[config.mk]
export PLATFORM = sky130hd
export DESIGN_NAME = packet_history_closest_length_unit
export DESIGN_NICKNAME = d
export VERILOG_FILES = /design/src/hw/rtl/phcl_pkg.sv /design/src/hw/rtl/phcl_datapath.sv /design/src/hw/rtl/phcl_ctrl.sv /design/src/hw/rtl/packet_history_closest_length_unit.sv
export SDC_FILE = /design/constraint.sdc
export NUM_CORES = 1
export LEC_CHECK = 0
export BUFFER_PORTS_ARGS = -buffer_cell sky130_fd_sc_hd__buf_2
export CORE_MARGIN = 5
export CORE_UTILIZATION = 35
export DETAILED_ROUTE_END_ITERATION = 12
export GPL_ROUTABILITY_DRIVEN = 0
export GPL_TIMING_DRIVEN = 0
export PLACE_DENSITY = 0.47
export SETUP_SLACK_MARGIN = 0.4
export SLEW_MARGIN = 10
export SYNTH_ARGS = -nofsm -noshare
export SYNTH_HDL_FRONTEND = slang
export SYNTH_SLANG_ARGS = --single-unit
[constraint.sdc]
create_clock -name aclk -period 5.4 [get_ports aclk]
set_clock_uncertainty 0.05 [all_clocks]
set_input_delay 0.27 -clock aclk [delete_from_list [all_inputs] [get_ports aclk]]
set_output_delay 0.27 -clock aclk [all_outputs]
set_load 0.05 [all_outputs]
[src/hw/rtl/phcl_pkg.sv]
// ----------------------------------------------------------------------------
// phcl_pkg
// Shared types and codes of the packet history closest-length unit.
// ----------------------------------------------------------------------------
`timescale 1ns / 1ps

package phcl_pkg;

    // Operation codes of an input item.
    localparam logic OP_INSERT = 1'b0;
    localparam logic OP_FIND   = 1'b1;

    // Status codes of a result item.
    localparam logic [1:0] STAT_OK       = 2'd0;
    localparam logic [1:0] STAT_TOO_LONG = 2'd1;
    localparam logic [1:0] STAT_EMPTY    = 2'd2;
    localparam logic [1:0] STAT_NO_MATCH = 2'd3;

    // A length difference at or above this value never matches.
    localparam logic [15:0] NO_MATCH_DIFF = 16'hFFFF;

    // Input item.
    typedef struct packed {
        logic        operation;
        logic [7:0]  data_byte;
        logic        last_byte;
        logic [15:0] find_length;
    } phcl_in_t;

    // Result item.
    typedef struct packed {
        logic [1:0]  status;
        logic [4:0]  slot;
        logic [11:0] packet_length;
    } phcl_out_t;

    // Source of the value loaded into the output register.
    typedef enum logic [1:0] {
        OUT_COMMIT,
        OUT_TOO_LONG,
        OUT_EMPTY,
        OUT_FIND
    } phcl_out_kind_t;

    // Commands from the controller to the datapath.
    typedef struct packed {
        logic           store_byte;
        logic           end_packet;
        logic           commit;
        logic           scan_start;
        logic           scan_step;
        logic           out_load;
        phcl_out_kind_t out_kind;
    } phcl_cmd_t;

    // Status from the datapath to the controller.
    typedef struct packed {
        logic too_long;
        logic store_empty;
        logic scan_done;
        logic out_valid;
    } phcl_stat_t;

endpackage

[src/hw/rtl/phcl_datapath.sv]
// ----------------------------------------------------------------------------
// phcl_datapath
// Payload areas, length table, order ring, byte counter, search pipeline
// and output register of the packet history closest-length unit.
// ----------------------------------------------------------------------------
`timescale 1ns / 1ps

module phcl_datapath import phcl_pkg::*; #(
    parameter int SLOTS  = 16,
    parameter int BUFLEN = 2048
) (
    input  logic       aclk,
    input  logic       aresetn,
    input  phcl_in_t   s_item,
    input  logic       m_ready,
    input  phcl_cmd_t  cmd,
    output phcl_stat_t stat,
    output logic       m_valid,
    output phcl_out_t  m_item
);

    localparam int AREAS  = SLOTS + 1;
    localparam int AW     = $clog2(AREAS);
    localparam int RW     = (SLOTS > 1) ? $clog2(SLOTS) : 1;
    localparam int CW     = $clog2(SLOTS + 1);
    localparam int CW1    = CW + 1;
    localparam int LW     = $clog2(BUFLEN + 1);
    localparam int PDEPTH = AREAS * BUFLEN;
    localparam int PAW    = (PDEPTH > 1) ? $clog2(PDEPTH) : 1;

    // Memories.
    logic [7:0]    pay_mem  [PDEPTH];
    logic [LW-1:0] len_mem  [AREAS];
    logic [AW-1:0] ring_mem [SLOTS];

    // Store bookkeeping.
    logic [RW-1:0] head_reg, head_next;
    logic [CW-1:0] count_reg, count_next;
    logic [AW-1:0] spare_reg, spare_next;
    logic [LW-1:0] bytes_reg, bytes_next;
    logic          ovf_reg, ovf_next;
    logic [LW-1:0] commit_len_reg;

    // Search pipeline.
    logic [RW-1:0] pos_reg;
    logic [CW-1:0] issue_reg;
    logic          s1_reg, s2_reg;
    logic [AW-1:0] ring_rd_reg, area2_reg, best_area_reg;
    logic [LW-1:0] len_rd_reg, best_len_reg;
    logic [15:0]   want_reg, best_diff_reg;
    logic          found_reg;

    // Output register.
    logic          out_valid_reg;
    phcl_out_t     out_reg, out_new;

    logic          full, too_long, issue, better;
    logic [RW-1:0] head_adv, pos_adv, tail_idx, ring_raddr, ring_waddr;
    logic [CW1-1:0] tail_sum, tail_fold;
    logic [PAW-1:0] pay_addr;
    logic [15:0]   len16, diff;

    // Flags and ring arithmetic.
    always_comb begin
        full     = (count_reg == CW'(SLOTS));
        too_long = ovf_reg || (bytes_reg >= LW'(BUFLEN));
        issue    = (issue_reg < count_reg);
        head_adv = (head_reg == RW'(SLOTS - 1)) ? '0 : head_reg + RW'(1);
        pos_adv  = (pos_reg == RW'(SLOTS - 1)) ? '0 : pos_reg + RW'(1);
        tail_sum = CW1'(count_reg) + CW1'(head_reg);
        tail_fold = (tail_sum >= CW1'(SLOTS)) ? tail_sum - CW1'(SLOTS) : tail_sum;
        tail_idx = RW'(tail_fold);
        ring_raddr = cmd.scan_step ? pos_reg : head_reg;
        ring_waddr = full ? head_reg : tail_idx;
        pay_addr = PAW'(spare_reg) * PAW'(BUFLEN) + PAW'(bytes_reg);
    end

    // Distance of the length under test from the request.
    always_comb begin
        len16  = 16'(len_rd_reg);
        diff   = (len16 > want_reg) ? len16 - want_reg : want_reg - len16;
        better = s2_reg && (diff < best_diff_reg);
    end

    // Byte counter and commit of the spare area into the order ring.
    always_comb begin
        head_next  = head_reg;
        count_next = count_reg;
        spare_next = spare_reg;
        bytes_next = bytes_reg;
        ovf_next   = ovf_reg;
        if (cmd.store_byte) begin
            if (cmd.end_packet) begin
                bytes_next = '0;
                ovf_next   = 1'b0;
            end else if (bytes_reg < LW'(BUFLEN)) begin
                bytes_next = bytes_reg + LW'(1);
            end else begin
                ovf_next = 1'b1;
            end
        end
        if (cmd.commit) begin
            if (full) begin
                // The oldest entry is evicted and its area becomes the spare.
                head_next  = head_adv;
                spare_next = ring_rd_reg;
            end else begin
                // Areas fill in order, so the next free area is the old count.
                count_next = count_reg + CW'(1);
                spare_next = AW'(count_reg);
            end
        end
    end

    always_ff @(posedge aclk) begin
        if (!aresetn) begin
            head_reg  <= '0;
            count_reg <= '0;
            spare_reg <= AW'(SLOTS);
            bytes_reg <= '0;
            ovf_reg   <= 1'b0;
        end else begin
            head_reg  <= head_next;
            count_reg <= count_next;
            spare_reg <= spare_next;
            bytes_reg <= bytes_next;
            ovf_reg   <= ovf_next;
        end
    end

    // Length of the packet that ends with the accepted byte.
    always_ff @(posedge aclk) begin
        if (cmd.store_byte && cmd.end_packet) begin
            commit_len_reg <= bytes_reg + LW'(1);
        end
    end

    // Payload bytes land in the spare area.
    always_ff @(posedge aclk) begin
        if (cmd.store_byte && (bytes_reg < LW'(BUFLEN))) begin
            pay_mem[pay_addr] <= s_item.data_byte;
        end
    end

    // Order ring: one write port, one registered read port.
    always_ff @(posedge aclk) begin
        if (cmd.commit) begin
            ring_mem[ring_waddr] <= spare_reg;
        end
        ring_rd_reg <= ring_mem[ring_raddr];
    end

    // Length table: written on commit, read by the search.
    always_ff @(posedge aclk) begin
        if (cmd.commit) begin
            len_mem[spare_reg] <= commit_len_reg;
        end
        len_rd_reg <= len_mem[ring_rd_reg];
    end

    // Search pipeline control: ring read, then length read, then compare.
    always_ff @(posedge aclk) begin
        if (!aresetn) begin
            s1_reg <= 1'b0;
            s2_reg <= 1'b0;
        end else begin
            s1_reg <= cmd.scan_step && issue;
            s2_reg <= cmd.scan_step && s1_reg;
        end
    end

    // Search walk and best candidate, oldest entry first.
    always_ff @(posedge aclk) begin
        area2_reg <= ring_rd_reg;
        if (cmd.scan_start) begin
            pos_reg       <= head_reg;
            issue_reg     <= '0;
            want_reg      <= s_item.find_length;
            best_diff_reg <= NO_MATCH_DIFF;
            found_reg     <= 1'b0;
        end else if (cmd.scan_step) begin
            if (issue) begin
                pos_reg   <= pos_adv;
                issue_reg <= issue_reg + CW'(1);
            end
            if (better) begin
                best_diff_reg <= diff;
                best_area_reg <= area2_reg;
                best_len_reg  <= len_rd_reg;
                found_reg     <= 1'b1;
            end
        end
    end

    // Result selection.
    always_comb begin
        out_new = '0;
        case (cmd.out_kind)
            OUT_COMMIT: begin
                out_new.status        = STAT_OK;
                out_new.slot          = 5'(spare_reg);
                out_new.packet_length = 12'(commit_len_reg);
            end
            OUT_TOO_LONG: begin
                out_new.status = STAT_TOO_LONG;
            end
            OUT_EMPTY: begin
                out_new.status = STAT_EMPTY;
            end
            OUT_FIND: begin
                if (found_reg) begin
                    out_new.status        = STAT_OK;
                    out_new.slot          = 5'(best_area_reg);
                    out_new.packet_length = 12'(best_len_reg);
                end else begin
                    out_new.status = STAT_NO_MATCH;
                end
            end
            default: begin
                out_new = '0;
            end
        endcase
    end

    // Output register.
    always_ff @(posedge aclk) begin
        if (!aresetn) begin
            out_valid_reg <= 1'b0;
        end else if (cmd.out_load) begin
            out_valid_reg <= 1'b1;
        end else if (m_ready) begin
            out_valid_reg <= 1'b0;
        end
    end

    always_ff @(posedge aclk) begin
        if (cmd.out_load) begin
            out_reg <= out_new;
        end
    end

    always_comb begin
        stat.too_long    = too_long;
        stat.store_empty = (count_reg == '0);
        stat.scan_done   = !issue && !s1_reg && !s2_reg;
        stat.out_valid   = out_valid_reg;
        m_valid          = out_valid_reg;
        m_item           = out_reg;
    end

endmodule

[src/hw/rtl/phcl_ctrl.sv]
// ----------------------------------------------------------------------------
// phcl_ctrl
// Controller of the packet history closest-length unit: accepts items and
// sequences commit and search in the datapath.
// ----------------------------------------------------------------------------
`timescale 1ns / 1ps

module phcl_ctrl import phcl_pkg::*; (
    input  logic       aclk,
    input  logic       aresetn,
    input  logic       s_valid,
    input  logic       s_operation,
    input  logic       s_last_byte,
    input  logic       m_ready,
    input  phcl_stat_t stat,
    output logic       s_ready,
    output phcl_cmd_t  cmd
);

    typedef enum logic [2:0] {
        CS_IDLE   = 3'b001,
        CS_COMMIT = 3'b010,
        CS_SCAN   = 3'b100
    } phcl_state_t;

    phcl_state_t state_reg, state_next;
    logic        accept;

    // Items are taken only when idle and the output register can take a result.
    always_comb begin
        s_ready = (state_reg == CS_IDLE) && (!stat.out_valid || m_ready);
        accept  = s_valid && s_ready;
    end

    // Next state and datapath commands.
    always_comb begin
        state_next   = state_reg;
        cmd          = '0;
        cmd.out_kind = OUT_COMMIT;
        case (state_reg)
            CS_IDLE: begin
                if (accept) begin
                    if (s_operation == OP_INSERT) begin
                        cmd.store_byte = 1'b1;
                        cmd.end_packet = s_last_byte;
                        if (s_last_byte) begin
                            if (stat.too_long) begin
                                cmd.out_load = 1'b1;
                                cmd.out_kind = OUT_TOO_LONG;
                            end else begin
                                state_next = CS_COMMIT;
                            end
                        end
                    end else if (stat.store_empty) begin
                        cmd.out_load = 1'b1;
                        cmd.out_kind = OUT_EMPTY;
                    end else begin
                        cmd.scan_start = 1'b1;
                        state_next     = CS_SCAN;
                    end
                end
            end
            CS_COMMIT: begin
                cmd.commit   = 1'b1;
                cmd.out_load = 1'b1;
                cmd.out_kind = OUT_COMMIT;
                state_next   = CS_IDLE;
            end
            CS_SCAN: begin
                cmd.scan_step = 1'b1;
                if (stat.scan_done) begin
                    cmd.out_load = 1'b1;
                    cmd.out_kind = OUT_FIND;
                    state_next   = CS_IDLE;
                end
            end
            default: begin
                state_next = CS_IDLE;
            end
        endcase
    end

    always_ff @(posedge aclk) begin
        if (!aresetn) begin
            state_reg <= CS_IDLE;
        end else begin
            state_reg <= state_next;
        end
    end

endmodule

[src/hw/rtl/packet_history_closest_length_unit.sv]
// ----------------------------------------------------------------------------
// packet_history_closest_length_unit
// Keeps the most recent SLOTS packets and finds the one of nearest length.
// ----------------------------------------------------------------------------
// An insert item carries one payload byte. The item that carries the last
// byte of a good packet also passes through a commit state, since the commit
// reads the oldest ring entry from the registered order ring before it can be
// evicted. A find is accepted, then walks the order ring one entry per cycle,
// then lets the last entry pass the registered length table read and its
// compare, and then loads the result. A find on an empty store and the last
// byte of an oversized packet load their result as they are accepted. Every
// result sits in an output register, and m_valid rises the cycle after the
// work ends. While a result waits there with m_ready low, no new item is
// accepted. Payload areas hold BUFLEN bytes each; there are SLOTS plus one of
// them.
`timescale 1ns / 1ps

module packet_history_closest_length_unit import phcl_pkg::*; #(
    parameter int SLOTS  = 16,
    parameter int BUFLEN = 2048
) (
    input  logic      aclk,
    input  logic      aresetn,
    input  logic      s_valid,
    output logic      s_ready,
    input  phcl_in_t  s_item,
    output logic      m_valid,
    input  logic      m_ready,
    output phcl_out_t m_item
);

    phcl_cmd_t  cmd;
    phcl_stat_t stat;

    // Controller.
    phcl_ctrl u_ctrl (
        .aclk        (aclk),
        .aresetn     (aresetn),
        .s_valid     (s_valid),
        .s_operation (s_item.operation),
        .s_last_byte (s_item.last_byte),
        .m_ready     (m_ready),
        .stat        (stat),
        .s_ready     (s_ready),
        .cmd         (cmd)
    );

    // Datapath.
    phcl_datapath #(
        .SLOTS  (SLOTS),
        .BUFLEN (BUFLEN)
    ) u_datapath (
        .aclk    (aclk),
        .aresetn (aresetn),
        .s_item  (s_item),
        .m_ready (m_ready),
        .cmd     (cmd),
        .stat    (stat),
        .m_valid (m_valid),
        .m_item  (m_item)
    );

endmodule

==> summary.txt, run 1 <==
Critical path
  • CP Cell Sequence: inv_1 -> ha_1 -> inv_1 -> fa_1 -> a21o_1 -> a21oi_1 -> o221ai_1 -> a221o_1 -> a211oi_4 -> nand2_1 -> xnor2_1 -> ha_1 -> and4_1 -> o311ai_1 -> nand2_1 -> clkinvlp_4 -> and3_1 -> or3_1
  • FF-to-FF setup slack: 0.63 ns
  • Family with the most delay on the worst path: compound AO/OA/AOI/OAI gates
  • Crit path DAT: 5.18 ns
  • Critical Path Slowest Stage Cell: edfxtp_1
  • Worst r2r src: u_datapath.want_reg[0]$_DFFE_PP_
  • R2r worst-path depth: 18
  • Worst R2R End: u_datapath.best_diff_reg[9]$_SDFFE_PP1P_
  • Worst Path Required: 5.81 ns
  • Startpoint types: register
  • Setup CP Type: reg2reg
  • Max stage delay on crit path: 0.44 ns
  • Critical path capture point type: register
  • Crit path max fanout: 10
  • Critical path buffer and inverter count: 3

Global routing
  • Antenna violations before repair: 2
  • Remaining global-route overflow: 0
  • Largest net degree at the start of global routing: 27
  • Global-route wire length before repair: 70.3 mm
  • All-layer global routing usage: 0.161
  • Vias in the first global route: 11200

Synth
  • Sequential-to-total area share from yosys stat: 0.652
  • Top FF cell, synth: edfxtp_1
  • Largest cells by area after synthesis: edfxtp_1 (57%), dfxtp_1 (8.3%), mux4_2 (7.3%)
  • Proportion of synthesized area in mux cells: 0.0876
  • YS warnings: 0
  • Top-area cell type share of the netlist area: 0.569
  • Post-synth EDFFs: 352
  • Main combinational cell family by area after synthesis: compound AO/OA/AOI/OAI gates
  • Synth Area in Simple Gates: 0.0867
  • Post-Syn Instances: 1288
  • Unique masters post-synth: 82
  • Synth Area in Adders: 0.0403
  • Cell Area, Synth: 18600 µm²
  • Syn avg cell area: 14.4 µm²
  • Xor/xnor share of the synthesized area: 0.0170
  • Area leader, netlist: edfxtp_1
  • Post-synthesis register bit count: 429
  • Compound-cell area share of the yosys netlist: 0.0881
  • FFs w/ async S/R, synth: 0
  • Post-Syn Nets: 1376

Placement
  • Dpl cells: 2019
  • I/O Buffers: 42
  • Dpl ws: 0.234 ns
  • Post-DP HPWL: 31.3 mm

Routing
  • Vias: 11000
  • Initial DRT Pass Iterations: 5
  • Drt initial violations: 754
  • Routed Antenna Nets: 0
  • Avg WL per Cell: 21.8 µm
  • Vias/cell: 5.18
  • Detailed Route WL: 46.5 mm
  • Remaining DRCs: 0

Power
  • Sw Share: 0.243
  • Clock share of power: 0.407
  • P_sw: 0.00184 W
  • PD cells: 353 nW/µm²
  • Worst VDD drop: 184 µV
  • Pint: 0.00573 W
  • Combinational power share: 0.096
  • Flop pwr share: 0.497
  • Pleak: 7.47 nW

Floorplanning
  • Die width: 240 µm
  • Row Count: 84
  • Die Height: 240 µm
  • Die ar.: 57800 µm²
  • Starting density of the core: 0.354
  • Top Ports: 51
  • CORE AREA: 52600 µm²

Flow run
  • Max-Cap Viols: 0

Min path
  • Worst hold path depth: 5
  • Hold_sp: s_valid
  • HP Class: in2reg
  • Worst Hold Endpoint: u_ctrl.state_reg[1]$_SDFFE_PN0P_

Timing
  • # setup viols final: 0
  • Count of final max-slew check failures: 0
  • Slack of the critical path: 0.630 ns
  • Setup_tns: 0 ns
  • Crit path time final: 4.77 ns
  • Worst slew pin tran: 1.25 ns
  • Crit share post-route: 0.883
  • F_max: 210 MHz
  • Final hold vios: 0
  • Max_slew headroom: 0.163
  • Unrepaired setup endpoints after global routing: no

Final layout
  • Layout area overhead: 15.3%
  • Top reg by flops: u_datapath.len_mem
  • Final Non-Filler Cells: 2129
  • Largest register FFs: 204
  • Final core utilization: 0.408
  • Share of layout cells above drive strength 1: 0.169
  • # fillers: 4855
  • Fin nets: 1491
  • Antenna Cells: 0

Clock tree
  • # H-tree levels: 2
  • Clock Latency Late Sink: 0.60 ns
  • Clock Path Buffers: 3
  • Clk Tree Root Cell: clkbuf_16
  • CTS tree: built
  • Clk slew on worst S/H paths: 0.06 ns
  • CTS buffer count: 48
  • CTS sink cnt: 429

Run status
  • Outcome: complete, no violations
## synth_stat cells, types with 11 or more instances
master    instances
a211oi_1         26
a21o_1           17
a21oi_1          49
a22oi_1          18
a311oi_1         13
a31oi_1          15
and2_1           19
buf_2            13
clkbuf_1         34
dfxtp_1          77
edfxtp_1        352
ha_1             55
inv_1            60
mux2_2           14
mux2i_1          12
mux4_2           60
nand2_1          88
nand3_1          21
nand3b_1         13
nor2_1           99
o21a_1           11
o21ai_0          31
xnor2_1          19
xor2_1           17
## power by group through the flow
| stage | Combinational, W | Clock, W | Sequential, W |
|---|---|---|---|
| floorplan | 0.000466 | 0 | 0.00385 |
| global placement | 0.000708 | 0 | 0.00383 |
| detailed placement | 0.000711 | 0 | 0.00383 |
| CTS | 0.000726 | 0.00317 | 0.00376 |
| global route | 0.000799 | 0.00330 | 0.00377 |
| finish | 0.000728 | 0.00308 | 0.00376 |
## layer usage
layer | GRT usage | up-vias | share of wire
li1 | - | 5150 | -
met1 | 0.230 | 5555 | 0.47
met2 | 0.257 | 263 | 0.46
met3 | 0.0256 | 60 | 0.054
met4 | 0.0428 | 0 | 0.020
met5 | 0 | - | 0
## cell usage in the layout (no fill, tap or decap), drive strengths merged, types with 18 or more instances in the layout
cell type and count:
mux4 60, buf 74, clkinv 18, nand3 21
a211oi 27, clkbuf 103, o21ai 37, ha 55
a21oi 53, and2 27, a22oi 18, inv 61
dlygate4sd3 18, xnor2 19, dfxtp 77, nand2 89
nor2 101, edfxtp 352
## logic make-up after synthesis
group / Yosys count
flip-flops: 429
AND/OR/NAND/NOR: 322
multiplexers: 86
XOR/XNOR: 36
buffers and inverters: 123
adder cells (fa/ha/maj): 58
AO/OA/AOI/OAI: 234
## per-stage QoR
stage	hold slack, ns	instance area, µm²	power (W)
floorplan	0.279	18600	0.00432
global placement	0.313	19700	0.00454
detailed placement	0.315	19700	0.00454
CTS	0.0275	21400	0.00766
global route	0.0744	21400	0.00787
finish	0.0730	21400	0.00757
## repair_timing
| action | in CTS | in global routing |
|---|---|---|
| buffers inserted | 0 | 4 |
| hold endpoints to repair | 21 | 0 |
| setup endpoints to repair | 22 | 33 |
| resized for setup | 1 | 6 |
| pin swaps | 0 | 2 |
| hold buffers | 18 | 0 |
## worst max-delay path by stage
stage                                           from                                        to  slack (ns)  depth (start not counted)
floorplan           u_datapath.len_rd_reg[0]$_DFF_P_     u_datapath.best_area_reg[0]$_DFFE_PP_        1.19                         19
global placement    u_datapath.want_reg[0]$_DFFE_PP_      u_datapath.best_len_reg[5]$_DFFE_PP_        0.18                         18
detailed placement  u_datapath.want_reg[0]$_DFFE_PP_      u_datapath.best_len_reg[7]$_DFFE_PP_        0.23                         18
CTS                 u_datapath.want_reg[0]$_DFFE_PP_      u_datapath.best_len_reg[5]$_DFFE_PP_        0.41                         18
global route        u_datapath.want_reg[0]$_DFFE_PP_  u_datapath.best_diff_reg[9]$_SDFFE_PP1P_        0.41                         18
finish              u_datapath.want_reg[0]$_DFFE_PP_  u_datapath.best_diff_reg[9]$_SDFFE_PP1P_        0.63                         18
## final cells by class
class                      instances  area (µm²)  area share
buffer                            61         310      0.0145
clock buffer                      69        1340      0.0626
clock inverter                    19         149     0.00695
inverter                          62         236      0.0110
multi-input combinational        736        5990       0.280
sequential                       429       12100       0.565
tap                              688         861      0.0402
timing repair buffer              65         428      0.0200
## worst reg2reg max path: cells and delay by family, from the launching register on
| kind | cells | cell delay, ns |
|---|---|---|
| fa+ha+maj | 3 | 0.87 |
| buf+inv | 3 | 0.40 |
| compound gates | 6 | 1.60 |
| xor+xnor | 1 | 0.14 |
| simple gates | 5 | 1.16 |
| flops | 1 | 0.44 |
No activity file was read; power rests on OpenSTA's default activity.
==> inputs of run 2 (changes only) <==
--- a/config.mk
+++ b/config.mk
@@ -5,6 +5,7 @@
 export SDC_FILE = /design/constraint.sdc
 export NUM_CORES = 1
 export LEC_CHECK = 0
+export ABC_AREA = 1
 export BUFFER_PORTS_ARGS = -buffer_cell sky130_fd_sc_hd__buf_2
 export CORE_MARGIN = 5
 export CORE_UTILIZATION = 35
==> run 2 against run 1 <==
  * Clock power is 4% higher
  * Via count is 25% higher
  * First-iteration DRC count is 38% higher
  * Global-route usage is 1.7 points higher
  * Wire length is 17% higher
  * Sequential power is 4% lower
  * Largest power group unchanged
  * Register-to-register slack better by 0.18 ns
  * Combinational power is 67% lower
  * Clock-buffer cell count is 11 lower
==> summary.txt, run 2 <==
Run status
  • Outcome: complete, no violations (unchanged)

Final layout
  • Share of layout cells above drive strength 1: 0.0855 (was 0.169)
  • Register area: 12100 µm² (unchanged)
  • Fin area: 22100 µm² (was 21400 µm²)
  • Area taken by multi-input logic gates: 6010 µm² (was 5990 µm²)
  • Final core utilization: 0.403 (was 0.408)
  • Fin nets: 2095 (was 1491)
  • Top reg by flops: u_datapath.len_mem (unchanged)
  • Most frequent cells in the layout: nand2_1 (430), edfxtp_1 (352), inv_1 (212) (was edfxtp_1 (352), nand2_1 (88), nor2_1 (84))
  • Antenna Cells: 0 (unchanged)
  • Layout area overhead: 14.8% (was 15.3%)
  • Commonest non-fill, non-tap cell in the layout: nand2_1 (was edfxtp_1)
  • Largest register FFs: 204 (unchanged)
  • # fillers: 5347 (was 4855)

Timing
  • Count of final max-slew check failures: 0 (unchanged)
  • Setup_tns: 0 ns (unchanged)
  • Final hold vios: 0 (unchanged)
  • Crit path time final: 4.59 ns (was 4.77 ns)
  • Crit share post-route: 0.849 (was 0.883)
  • Worst slew pin tran: 1.23 ns (was 1.25 ns)
  • Max_slew headroom: 0.179 (was 0.163)
  • F_max: 218 MHz (was 210 MHz)
  • # setup viols final: 0 (unchanged)
  • Unrepaired setup endpoints after global routing: no (unchanged)
  • Minimum hold slack: 0.0542 ns (was 0.0730 ns)

Synth
  • Post-synth EDFFs: 352 (unchanged)
  • FFs w/ async S/R, synth: 0 (unchanged)
  • Proportion of synthesized area in mux cells: 0 (was 0.0876)
  • Top-count cell post-synth: nand2_1 (was edfxtp_1)
  • Largest cells by area after synthesis: edfxtp_1 (55%), nand2_1 (8.4%), dfxtp_1 (8.0%) (was edfxtp_1 (57%), dfxtp_1 (8.3%), mux4_2 (7.3%))
  • Area leader, netlist: edfxtp_1 (unchanged)
  • Main combinational cell family by area after synthesis: simple AND/OR/NAND/NOR gates (was compound AO/OA/AOI/OAI gates)
  • Top-area cell type share of the netlist area: 0.549 (was 0.569)
  • Sequential-to-total area share from yosys stat: 0.630 (was 0.652)
  • Post-synthesis register bit count: 429 (unchanged)
  • Synth Area in Simple Gates: 0.167 (was 0.0867)
  • Synth Area in Adders: 0.0389 (was 0.0403)
  • Cell Area, Synth: 19200 µm² (was 18600 µm²)
  • Post-Syn Instances: 1895 (was 1288)
  • Compound-cell area share of the yosys netlist: 0.0952 (was 0.0881)
  • Top FF cell, synth: edfxtp_1 (unchanged)
  • Unique masters post-synth: 46 (was 82)
  • Post-Syn Nets: 1983 (was 1376)
  • Syn avg cell area: 10.2 µm² (was 14.4 µm²)
  • Synth cell count leaders: nand2_1 (430), edfxtp_1 (352), inv_1 (212) (was edfxtp_1 (352), nor2_1 (99), nand2_1 (88))
  • YS warnings: 0 (unchanged)
  • Xor/xnor share of the synthesized area: 0.00911 (was 0.0170)

Routing
  • Avg WL per Cell: 19.8 µm (was 21.8 µm)
  • Vias: 13800 (was 11000)
  • Initial DRT Pass Iterations: 5 (unchanged)
  • Vias/cell: 5.02 (was 5.18)
  • Routed Antenna Nets: 0 (unchanged)
  • Drt initial violations: 1041 (was 754)
  • Remaining DRCs: 0 (unchanged)
  • Detailed Route WL: 54.6 mm (was 46.5 mm)

Floorplanning
  • Starting density of the core: 0.351 (was 0.354)
  • Die ar.: 59800 µm² (was 57800 µm²)
  • Die Height: 244 µm (was 240 µm)
  • Row Count: 86 (was 84)
  • CORE AREA: 54800 µm² (was 52600 µm²)
  • Top Ports: 51 (unchanged)
  • Die width: 244 µm (was 240 µm)

Power
  • PD cells: 319 nW/µm² (was 353 nW/µm²)
  • Pleak: 8.65 nW (was 7.47 nW)
  • Worst VDD drop: 255 µV (was 184 µV)

Clock tree
  • Clock Path Buffers: 3 (unchanged)
  • CTS tree: built (unchanged)
  • Post-CTS Setup Bufs: 0 (unchanged)
  • Clk Tree Root Cell: clkbuf_16 (unchanged)
  • CTS buffer count: 48 (unchanged)
  • # H-tree levels: 2 (unchanged)
  • CTS sink cnt: 429 (unchanged)
  • Clock Latency Late Sink: 0.59 ns (was 0.60 ns)
  • # resized after CTS: 0 (was 1)
  • Clk slew on worst S/H paths: 0.06 ns (about the same)

Global routing
  • All-layer global routing usage: 0.178 (was 0.161)
  • Antenna violations before repair: 0 (was 2)
  • Largest net degree at the start of global routing: 27 (unchanged)
  • Vias in the first global route: 13200 (was 11200)
  • Global-route wire length before repair: 81.1 mm (was 70.3 mm)
  • Remaining global-route overflow: 0 (unchanged)

Critical path
  • Worst Path Required: 5.56 ns (was 5.81 ns)
  • Cell repeated most along the worst path: nand2_1
  • Crit path DAT: 4.75 ns (was 5.18 ns)
  • Crit path max fanout: 26 (was 10)
  • Startpoint types: register (unchanged)
  • Setup CP Type: reg2reg (unchanged)
  • Critical path capture point type: register (unchanged)
  • CP Cell Sequence: ha_1 -> inv_1 -> fa_1 -> nand3_1 -> nand3_1 -> nand2_2 -> nand3_4 -> nand2_4 -> buf_6 -> nand2_2 -> nand2_1 -> inv_2 -> ha_1 -> a21oi_1 -> nand2_1 -> nand2_1 -> nand2_1 -> nand2_1 -> nand4_2 -> inv_2 -> buf_2 (was inv_1 -> ha_1 -> inv_1 -> fa_1 -> a21o_1 -> a21oi_1 -> o221ai_1 -> a221o_1 -> a211oi_4 -> nand2_1 -> xnor2_1 -> ha_1 -> and4_1 -> o311ai_1 -> nand2_1 -> clkinvlp_4 -> and3_1 -> or3_1)
  • Critical Path Slowest Stage Cell: fa_1 (was edfxtp_1)
  • Max stage delay on crit path: 0.54 ns (was 0.44 ns)

Placement
  • I/O Buffers: 42 (unchanged)
  • Post-DP HPWL: 37.6 mm (was 31.3 mm)
  • Placement Cell Area: 20300 µm² (was 19700 µm²)

Flow run
  • Max-Cap Viols: 0 (unchanged)

Min path
  • HP Class: in2reg (unchanged)
[run 2: cell count changes after synthesis, sizes merged, moves of 14 or more]
cell,before,now
nand2,89,438
inv,60,222
o21ai,37,137
a21oi,53,90
o211ai,7,37
a21o,17,0
a211oi,27,0
mux2,14,0
a22oi,18,0
nand3,21,136
o221ai,2,32
mux4,60,0
and2,27,2
nor2,101,174
[run 2: cell families after synthesis]
group                      after synthesis
and+or+nand+nor                        776
DFF                                    429
AOI/OAI and AO/OA                      315
buffers and inverters                  297
adders and majority gates               58
xor gates and xnor gates                20
[run 2: worst max-delay path, delay by kind of cell, from the launching register on]
family / cells / cell delay, ns
AO/OA/AOI/OAI: 1 / 0.15
adder cells (fa/ha/maj): 3 / 1.00
buffers and inverters: 5 / 1.06
flip-flops: 1 / 0.42
AND/OR/NAND/NOR: 12 / 1.53
[run 2: path summary, 6_finish.rpt]
path	startpoint	to	slack, ns	cells past startpoint
worst max register to register	u_datapath.want_reg[0]$_DFFE_PP_	u_datapath.best_len_reg[9]$_DFFE_PP_	0.81	21
worst min register to register	u_datapath.area2_reg[0]$_DFF_P_	u_datapath.best_area_reg[0]$_DFFE_PP_	0.35	0
worst max-delay path	u_datapath.want_reg[0]$_DFFE_PP_	u_datapath.best_len_reg[9]$_DFFE_PP_	0.81	21
worst min-delay path	m_ready	u_datapath.m_valid$_SDFFE_PN0P_	0.05	6
[run 2: repair_timing]
| item | in CTS | in global routing |
|---|---|---|
| setup endpoints to repair | 0 | 0 |
| endpoints found under the hold margin | 22 | 0 |
| hold buffers | 18 | 0 |
[run 2: stage by stage]
stage               total power (W)  instances  setup slack, ns
CTS                         0.00713       2750            0.760
detailed placement          0.00390       2642            0.803
finish                      0.00704       2751            0.815
global route                0.00729       2751            0.466
floorplan                   0.00382       1895             1.81
global placement            0.00390       2641            0.765
[run 2: area by class of cell]
| class | count | area share |
|---|---|---|
| multi-input combinational | 1169 | 0.272 |
| buffer | 72 | 0.0139 |
| timing repair buffer | 62 | 0.0184 |
| inverter | 225 | 0.0383 |
| clock buffer | 58 | 0.0561 |
| sequential | 429 | 0.549 |
| tap | 704 | 0.0399 |
| clock inverter | 32 | 0.0129 |
[run 2: per-layer routing]
layer  vias to the layer above  GRT usage  wire length, µm
met5                         -          0                0
met3                        75     0.0297             2850
li1                       6706          -                -
met1                      6684      0.255            25900
met2                       345      0.280            24300
met4                         0     0.0517             1470
[run 2: where the power goes]
part	internal, W	switching [W]
registers	0.00357	0.0000295
logic	0.0000700	0.000170
clock network	0.00184	0.00136
